`config.mk`:
```
export PLATFORM = sky130hd
export DESIGN_NAME = ipv4_text_validator
export DESIGN_NICKNAME = d
export VERILOG_FILES = /design/src/rtl/ipv4tv_pkg.sv /design/src/rtl/ipv4tv_scan.sv /design/src/rtl/ipv4_text_validator.sv
export SDC_FILE = /design/constraint.sdc
export NUM_CORES = 1
export LEC_CHECK = 0
export BUFFER_PORTS_ARGS = -buffer_cell sky130_fd_sc_hd__buf_2
export CORE_UTILIZATION = 50
export CTS_CLUSTER_SIZE = 20
export DETAILED_ROUTE_END_ITERATION = 7
export GPL_TIMING_DRIVEN = 0
export PLACE_DENSITY_LB_ADDON = 0.2
export SYNTH_ARGS = -nofsm -noshare
export SYNTH_HDL_FRONTEND = slang
export SYNTH_HIERARCHICAL = 1
export SYNTH_SLANG_ARGS = --single-unit
```
`constraint.sdc`:
```
create_clock -name clk -period 2.4 [get_ports clk]
set_input_delay 0.48 -clock clk [delete_from_list [all_inputs] [get_ports clk]]
set_output_delay 0.48 -clock clk [all_outputs]
set_load 0.05 [all_outputs]
```
`src/rtl/ipv4tv_pkg.sv`:
```
// Package for the IPv4 text validator: character codes, length limits and reject patterns.
`timescale 1ns / 1ps

package ipv4tv_pkg;

	localparam int MAX_LENGTH = 15;

	localparam int LEN_W   = 5;
	localparam int DOT_W   = 3;
	localparam int GRP_W   = 2;

	localparam logic [LEN_W-1:0] LEN_SAT = '1;
	localparam logic [DOT_W-1:0] DOT_SAT = '1;
	localparam logic [GRP_W-1:0] GRP_SAT = '1;

	localparam logic [7:0] CHAR_DOT  = 8'h2E;
	localparam logic [7:0] CHAR_ZERO = 8'h30;
	localparam logic [7:0] CHAR_NINE = 8'h39;

	localparam int ZERO_LEN  = 7;
	localparam int BCAST_LEN = 15;

	localparam logic [7:0] ZERO_TEXT [ZERO_LEN] = '{
		8'h30, 8'h2E, 8'h30, 8'h2E, 8'h30, 8'h2E, 8'h30
	};

	localparam logic [7:0] BCAST_TEXT [BCAST_LEN] = '{
		8'h32, 8'h35, 8'h35, 8'h2E, 8'h32, 8'h35, 8'h35, 8'h2E,
		8'h32, 8'h35, 8'h35, 8'h2E, 8'h32, 8'h35, 8'h35
	};

	localparam logic [DOT_W-1:0] DOTS_NEEDED = 3'd3;

endpackage

```
`src/rtl/ipv4tv_scan.sv`:
```
// Per-string scan state and verdict logic of the IPv4 text validator.
`timescale 1ns / 1ps

module ipv4tv_scan #(
	parameter int MAX_LENGTH = ipv4tv_pkg::MAX_LENGTH
) (
	input  logic       clk,
	input  logic       arst_n,
	input  logic       en,
	input  logic [7:0] symbol,
	input  logic       final_req,
	output logic       verdict
);

	logic [ipv4tv_pkg::LEN_W-1:0] len_q, len_n;
	logic [ipv4tv_pkg::DOT_W-1:0] dots_q, dots_n;
	logic [ipv4tv_pkg::GRP_W-1:0] grp_q, grp_n;
	logic                         lead0_q, lead0_n;
	logic                         rej_q, rej_n;
	logic                         mzero_q, mzero_n;
	logic                         mbcast_q, mbcast_n;
	logic                         is_digit, is_dot;

	assign is_digit = (symbol >= ipv4tv_pkg::CHAR_ZERO) && (symbol <= ipv4tv_pkg::CHAR_NINE);
	assign is_dot   = (symbol == ipv4tv_pkg::CHAR_DOT);

	always_comb begin
		mzero_n  = mzero_q && (len_q < ipv4tv_pkg::LEN_W'(ipv4tv_pkg::ZERO_LEN))
			&& (ipv4tv_pkg::ZERO_TEXT[len_q[2:0]] == symbol);
		mbcast_n = mbcast_q && (len_q < ipv4tv_pkg::LEN_W'(ipv4tv_pkg::BCAST_LEN))
			&& (ipv4tv_pkg::BCAST_TEXT[len_q[3:0]] == symbol);

		rej_n   = rej_q;
		dots_n  = dots_q;
		grp_n   = grp_q;
		lead0_n = lead0_q;

		if ((len_q == '0) && !is_digit) begin
			rej_n = 1'b1;
		end

		len_n = (len_q == ipv4tv_pkg::LEN_SAT) ? len_q : len_q + 1'b1;
		if (len_n > ipv4tv_pkg::LEN_W'(MAX_LENGTH)) begin
			rej_n = 1'b1;
		end

		if (is_dot) begin
			if (grp_q == '0) begin
				rej_n = 1'b1;
			end
			if (dots_q != ipv4tv_pkg::DOT_SAT) begin
				dots_n = dots_q + 1'b1;
			end
			grp_n   = '0;
			lead0_n = 1'b0;
		end else if (is_digit) begin
			if (grp_q == '0) begin
				lead0_n = (symbol == ipv4tv_pkg::CHAR_ZERO);
				grp_n   = ipv4tv_pkg::GRP_W'(1);
			end else begin
				if (lead0_q) begin
					rej_n = 1'b1;
				end
				if (grp_q == ipv4tv_pkg::GRP_SAT) begin
					rej_n = 1'b1;
				end else begin
					grp_n = grp_q + 1'b1;
				end
			end
		end else begin
			rej_n = 1'b1;
		end

		verdict = !rej_n && (dots_n == ipv4tv_pkg::DOTS_NEEDED) && (grp_n != '0)
			&& !(mzero_n && (len_n == ipv4tv_pkg::LEN_W'(ipv4tv_pkg::ZERO_LEN)))
			&& !(mbcast_n && (len_n == ipv4tv_pkg::LEN_W'(ipv4tv_pkg::BCAST_LEN)));
	end

	always_ff @(posedge clk or negedge arst_n) begin
		if (!arst_n) begin
			len_q    <= '0;
			dots_q   <= '0;
			grp_q    <= '0;
			lead0_q  <= 1'b0;
			rej_q    <= 1'b0;
			mzero_q  <= 1'b1;
			mbcast_q <= 1'b1;
		end else if (en) begin
			if (final_req) begin
				len_q    <= '0;
				dots_q   <= '0;
				grp_q    <= '0;
				lead0_q  <= 1'b0;
				rej_q    <= 1'b0;
				mzero_q  <= 1'b1;
				mbcast_q <= 1'b1;
			end else begin
				len_q    <= len_n;
				dots_q   <= dots_n;
				grp_q    <= grp_n;
				lead0_q  <= lead0_n;
				rej_q    <= rej_n;
				mzero_q  <= mzero_n;
				mbcast_q <= mbcast_n;
			end
		end
	end

	a_clear_after_final: assert property (@(posedge clk) disable iff (!arst_n)
		en && final_req |=> (len_q == '0) && !rej_q && mzero_q && mbcast_q)
		else $error("scan state not cleared after final word");

	a_rej_sticky: assert property (@(posedge clk) disable iff (!arst_n)
		en && !final_req && rej_q |=> rej_q)
		else $error("reject flag dropped inside a string");

	a_zero_match_len: assert property (@(posedge clk) disable iff (!arst_n)
		mzero_q |-> (len_q <= ipv4tv_pkg::LEN_W'(ipv4tv_pkg::ZERO_LEN)))
		else $error("all-zero match beyond its pattern length");

	a_dots_need_len: assert property (@(posedge clk) disable iff (!arst_n)
		(dots_q != '0) |-> (len_q != '0))
		else $error("dot counted with no characters seen");

endmodule

```
`src/rtl/ipv4_text_validator.sv`:
```
// Top level of the IPv4 text validator: input register, scan logic, result register.
// Takes one character word per cycle; the word with final_req set yields one result
// word, valid_res = 1 if the string is a dotted-quad IPv4 address that passes the
// checks (at most 15 characters, digits and exactly three dots, four groups of one
// to three digits, no leading zero in a multi-digit group, not 0.0.0.0 and not
// 255.255.255.255). A word passes the input register and the result register; the
// input register loads at the accepting edge, and the result register takes the verdict
// when the final word advances. A new word is accepted every cycle;
// the input side stalls only while a final word waits for a result register that is
// full and stalled.
`timescale 1ns / 1ps

module ipv4_text_validator #(
	parameter int MAX_LENGTH = ipv4tv_pkg::MAX_LENGTH
) (
	input  logic       clk,
	input  logic       arst_n,
	input  logic       req_valid,
	output logic       req_stall,
	input  logic [7:0] symbol,
	input  logic       final_req,
	output logic       res_valid,
	input  logic       res_stall,
	output logic       valid_res
);

	logic       valid_s1;
	logic [7:0] symbol_s1;
	logic       final_s1;
	logic       res_valid_q;
	logic       valid_res_q;
	logic       adv;
	logic       accept;
	logic       verdict;

	assign adv       = valid_s1 && (!final_s1 || !res_valid_q || !res_stall);
	assign req_stall = valid_s1 && !adv;
	assign accept    = req_valid && !req_stall;

	always_ff @(posedge clk or negedge arst_n) begin
		if (!arst_n) begin
			valid_s1 <= 1'b0;
		end else begin
			valid_s1 <= accept || (valid_s1 && !adv);
		end
	end

	always_ff @(posedge clk) begin
		if (accept) begin
			symbol_s1 <= symbol;
			final_s1  <= final_req;
		end
	end

	ipv4tv_scan #(
		.MAX_LENGTH (MAX_LENGTH)
	) u_scan (
		.clk       (clk),
		.arst_n    (arst_n),
		.en        (adv),
		.symbol    (symbol_s1),
		.final_req (final_s1),
		.verdict   (verdict)
	);

	always_ff @(posedge clk or negedge arst_n) begin
		if (!arst_n) begin
			res_valid_q <= 1'b0;
		end else begin
			res_valid_q <= (adv && final_s1) || (res_valid_q && res_stall);
		end
	end

	always_ff @(posedge clk) begin
		if (adv && final_s1) begin
			valid_res_q <= verdict;
		end
	end

	assign res_valid = res_valid_q;
	assign valid_res = valid_res_q;

endmodule

```
==> metrics list <==
- Per-cell routed wire length: 15.9 um
- Subtracting the final worst setup slack from the clock period gives 2.31 ns.
- First-pass GRT wire length: 5.21 mm
* Max-cap violations: 0
- Share of synthesized area occupied by flip-flops and latches: 46.6%
- The floorplan step defined a die boundary enclosing 3240 um2.
- Area of the core: 2810 um2
- Root buffer cell: sky130_fd_sc_hd__clkbuf_4
- Overflow after GRT: 0
- Post-route clock period utilization: a little over nine tenths
- Type of the tightest min-delay check: input port to async pin
- Global routing used approximately a fifth of the available tracks.
- DRC violation count after routing: 0
* Max Clock Skew: between 0.003 and 0.004 ns
- Final antenna diode count: 0
- Final GP Congestion: 0.862
- After synthesis, the netlist uses 48 different library cells.
* Slew Viols, Final: 0
* Clock-pin slew on the worst setup and hold paths: 0.14 ns
- Detail Route Antenna Nets: 0
- Maximum vdd drop: 347 uV
- Number of antenna violations at the first check in global routing: 0
- Total of flip-flops plus latches after synthesis: 26
* CP Class: flop to flop
- Cells after synthesis: 140
* Count of cells along the worst register-to-register path: 6
* Top-Level Pins: 16
- Starting density of the core: 53.8%
* Multi-input gate area in the final layout: 764 um2
* Result of the run: finished, final reports clean
- Of the cells placed in the final design, the portion with a size suffix greater than 1 is 23.9%.
- After floorplanning, the core was divided into 19 placement rows.
- Port buffering added 15 buffers.
- Worst slew margin relative to its limit: ~64%
- The worst path meets setup with 0.0871 ns of slack.
- The most used flip-flop cell after synthesis is sky130_fd_sc_hd__dfrtp_1.
- After the last flow step, the layout net total stands at 181.
* Met3 wire len: 129 um
- On the worst path, the slowest cell contributes a delay of 0.55 ns.
* Main area contributors after synthesis: sky130_fd_sc_hd__dfrtp_1, sky130_fd_sc_hd__edfxtp_1, sky130_fd_sc_hd__ha_1
- Relative to the synthesized area, the layout overhead comes to 11.8%.
* Synth cell count leaders: sky130_fd_sc_hd__dfrtp_1, sky130_fd_sc_hd__nand2_1, sky130_fd_sc_hd__a21oi_1
- The synthesized design contains 10 enable-type register cells.
- The signal on the critical path passes through ha_1 > mux2i_1 > mux2_2 > or4_4 > o41ai_2 > a41oi_2.
- Clock Latency Late Sink: 0.32 ns
* Detailed Place HPWL: 2.24 mm
- Number of warnings issued by yosys: 6
- The endpoint identified for the worst register-to-register timing path is valid_res.
- Average size of a mapped cell: 10.8 um2
- After synthesis the cells add up to roughly 1500 um2.
- Max Freq: 432 MHz
* Post-CTS setup-driven buffer insertion count: 0
- Worst path slowest cell: sky130_fd_sc_hd__or4_4
- Metal2 WL: 1.46 mm
- Post-CTS sizing: 0
- Signal routing reaches up to met4.
- For this design the ratio of total power to cell area is 623 nW/um2.
- In the synthesized netlist the async set-or-reset flop fraction comes to just over 60%.
- The tree built by TritonCTS fans out to 26 sinks.
- The hold violation count in the final report is 0.
- In the routed layout, each cell is associated on average with a via count of 6.16.
- Die width: approximately 57 um
- Leakage dissipation: 0.702 nW
- Across all layers, the routed design uses 1170 vias.
* Slack of the worst reg-to-reg path: 0.09 ns
- Area taken by flip-flops and latches: 706 um2
- Most area-hungry cell type in the Yosys netlist: sky130_fd_sc_hd__dfrtp_1
- FILL cells: 239
- Cts hold-fix bufs: 0
* Net count of the mapped netlist: 161
- Detailed-routing iteration count for the pre-antenna-repair pass: 4
* Placement-stage worst setup slack: approximately 0.011 ns
- Number of global-route vias before repair: 1114
* RSZ-0062 raised after global routing: no
* Critical-path maximum fanout: 11
- Once layout is done, the placed cells without fillers occupy 1690 um2.
- Minimum hold slack: 0.0447 ns
- Of the post-synthesis cell area, the dominant cell type holds 23.2%.
- Number of DRC violations after detailed-routing iteration 0: 54
- Sum of internal, switching and leakage power: 1.05 mW
- Placement-stage cell area: between 1500 and 2000 um2
- H-tree depth: 1
* Clock tree from TritonCTS: yes
* Startpoint kind of the worst setup timing path: flop
- STA classifies the critical path endpoint as a flop.
- Entering global routing, the biggest net connects 17 pins.
- After detailed routing, the total wire length is a little over 3 mm.
* Startpoint of the most critical setup path: u_scan/len_q[0]
* Total Negative Setup Slacks: 0 ns
* Max Buffers Root-to-Sink: 2
- Number of buffers inserted during clock tree synthesis: 3
* Total of endpoints with negative setup slack in the final report: 0
* Data arrival time at the worst-slack endpoint: 2.39 ns
* Chip Height: approximately 57 um
* Source of the worst register-to-register timing path: u_scan/len_q[0]
- STA puts the critical path data required time at 2.47 ns.
- The most common cell in the synthesized netlist is sky130_fd_sc_hd__dfrtp_1.
- Post-route met1 wirelength: 1.37 mm
- Worst slew pin tran: 0.535 ns
[routing by layer]
layer,global-route usage [%],vias up
met4,10.1,0
met3,3.63,6
met2,33.3,39
met5,0,-
li1,-,564
met1,28.1,561
[area by class of cell]
cell class / count / share of cell area, %
buffer: 5 / 1.26
sequential: 26 / 41.8
tap: 31 / 2.30
clock buffer: 3 / 1.33
clock inverter: 1 / 1.78
timing repair buffer: 15 / 4.45
inverter: 8 / 1.78
multi-input combinational: 101 / 45.3
[registers in the layout, summed over array words and instances (netlist names), 2 cells and up]
name,cells
symbol_s1,8
u_scan/len_q,5
u_scan/grp_q,2
u_scan/dots_q,3
[worst max-delay path: cells and delay by family, from the launching register on]
family / cells / cell delay (ns)
fa+ha+maj: 1 / 0.22
mux: 2 / 0.54
flops: 1 / 0.50
compound gates: 2 / 0.26
simple gates: 1 / 0.55
[through the flow]
stage          util, %  instances
2_1_floorplan        -        140
3_3_place_gp      57.9        186
3_5_place_dp      57.9        186
4_1_cts           59.8        190
5_1_grt           60.2        190
6_report          60.2        190
[kinds of logic after synthesis]
| kind of cell | Yosys count | synth area share [%] |
|---|---|---|
| compound gates | 36 | 17.6 |
| fa+ha+maj | 9 | 7.29 |
| flops | 26 | 46.6 |
| xor+xnor | 7 | 4.06 |
| buf+inv | 13 | 3.40 |
| simple gates | 43 | 16.7 |
| mux | 6 | 4.31 |
[cell usage in the layout (no fill, tap or decap), types with 3 or more instances in the layout]
cell / count
sky130_fd_sc_hd__o21ai_0: 5
sky130_fd_sc_hd__ha_1: 8
sky130_fd_sc_hd__nand2_1: 12
sky130_fd_sc_hd__inv_1: 8
sky130_fd_sc_hd__a31oi_1: 5
sky130_fd_sc_hd__clkbuf_4: 3
sky130_fd_sc_hd__nor2_1: 6
sky130_fd_sc_hd__dfrtp_1: 12
sky130_fd_sc_hd__buf_2: 17
sky130_fd_sc_hd__edfxtp_1: 10
sky130_fd_sc_hd__mux2_2: 4
sky130_fd_sc_hd__nor3_1: 3
sky130_fd_sc_hd__xnor2_1: 4
sky130_fd_sc_hd__nand3_1: 5
sky130_fd_sc_hd__xor2_1: 3
sky130_fd_sc_hd__a21oi_1: 11
[worst max path at each step]
stage / to / slack, ns / cells after the start
after CTS: valid_res / 0.006 / 6
after floorplan: valid_res / 0.23 / 6
after detailed placement: valid_res / 0.01 / 6
after global routing: valid_res / 0.03 / 5
after global placement: valid_res / 0.06 / 6
final: valid_res / 0.09 / 6
[power breakdown]
group	leakage (nW)	switching (mW)	internal, mW
sequential	0.302	0.0325	0.499
combinational	0.373	0.132	0.0877
clock	0.0279	0.131	0.169
No activity file was read; power rests on OpenSTA's default activity.
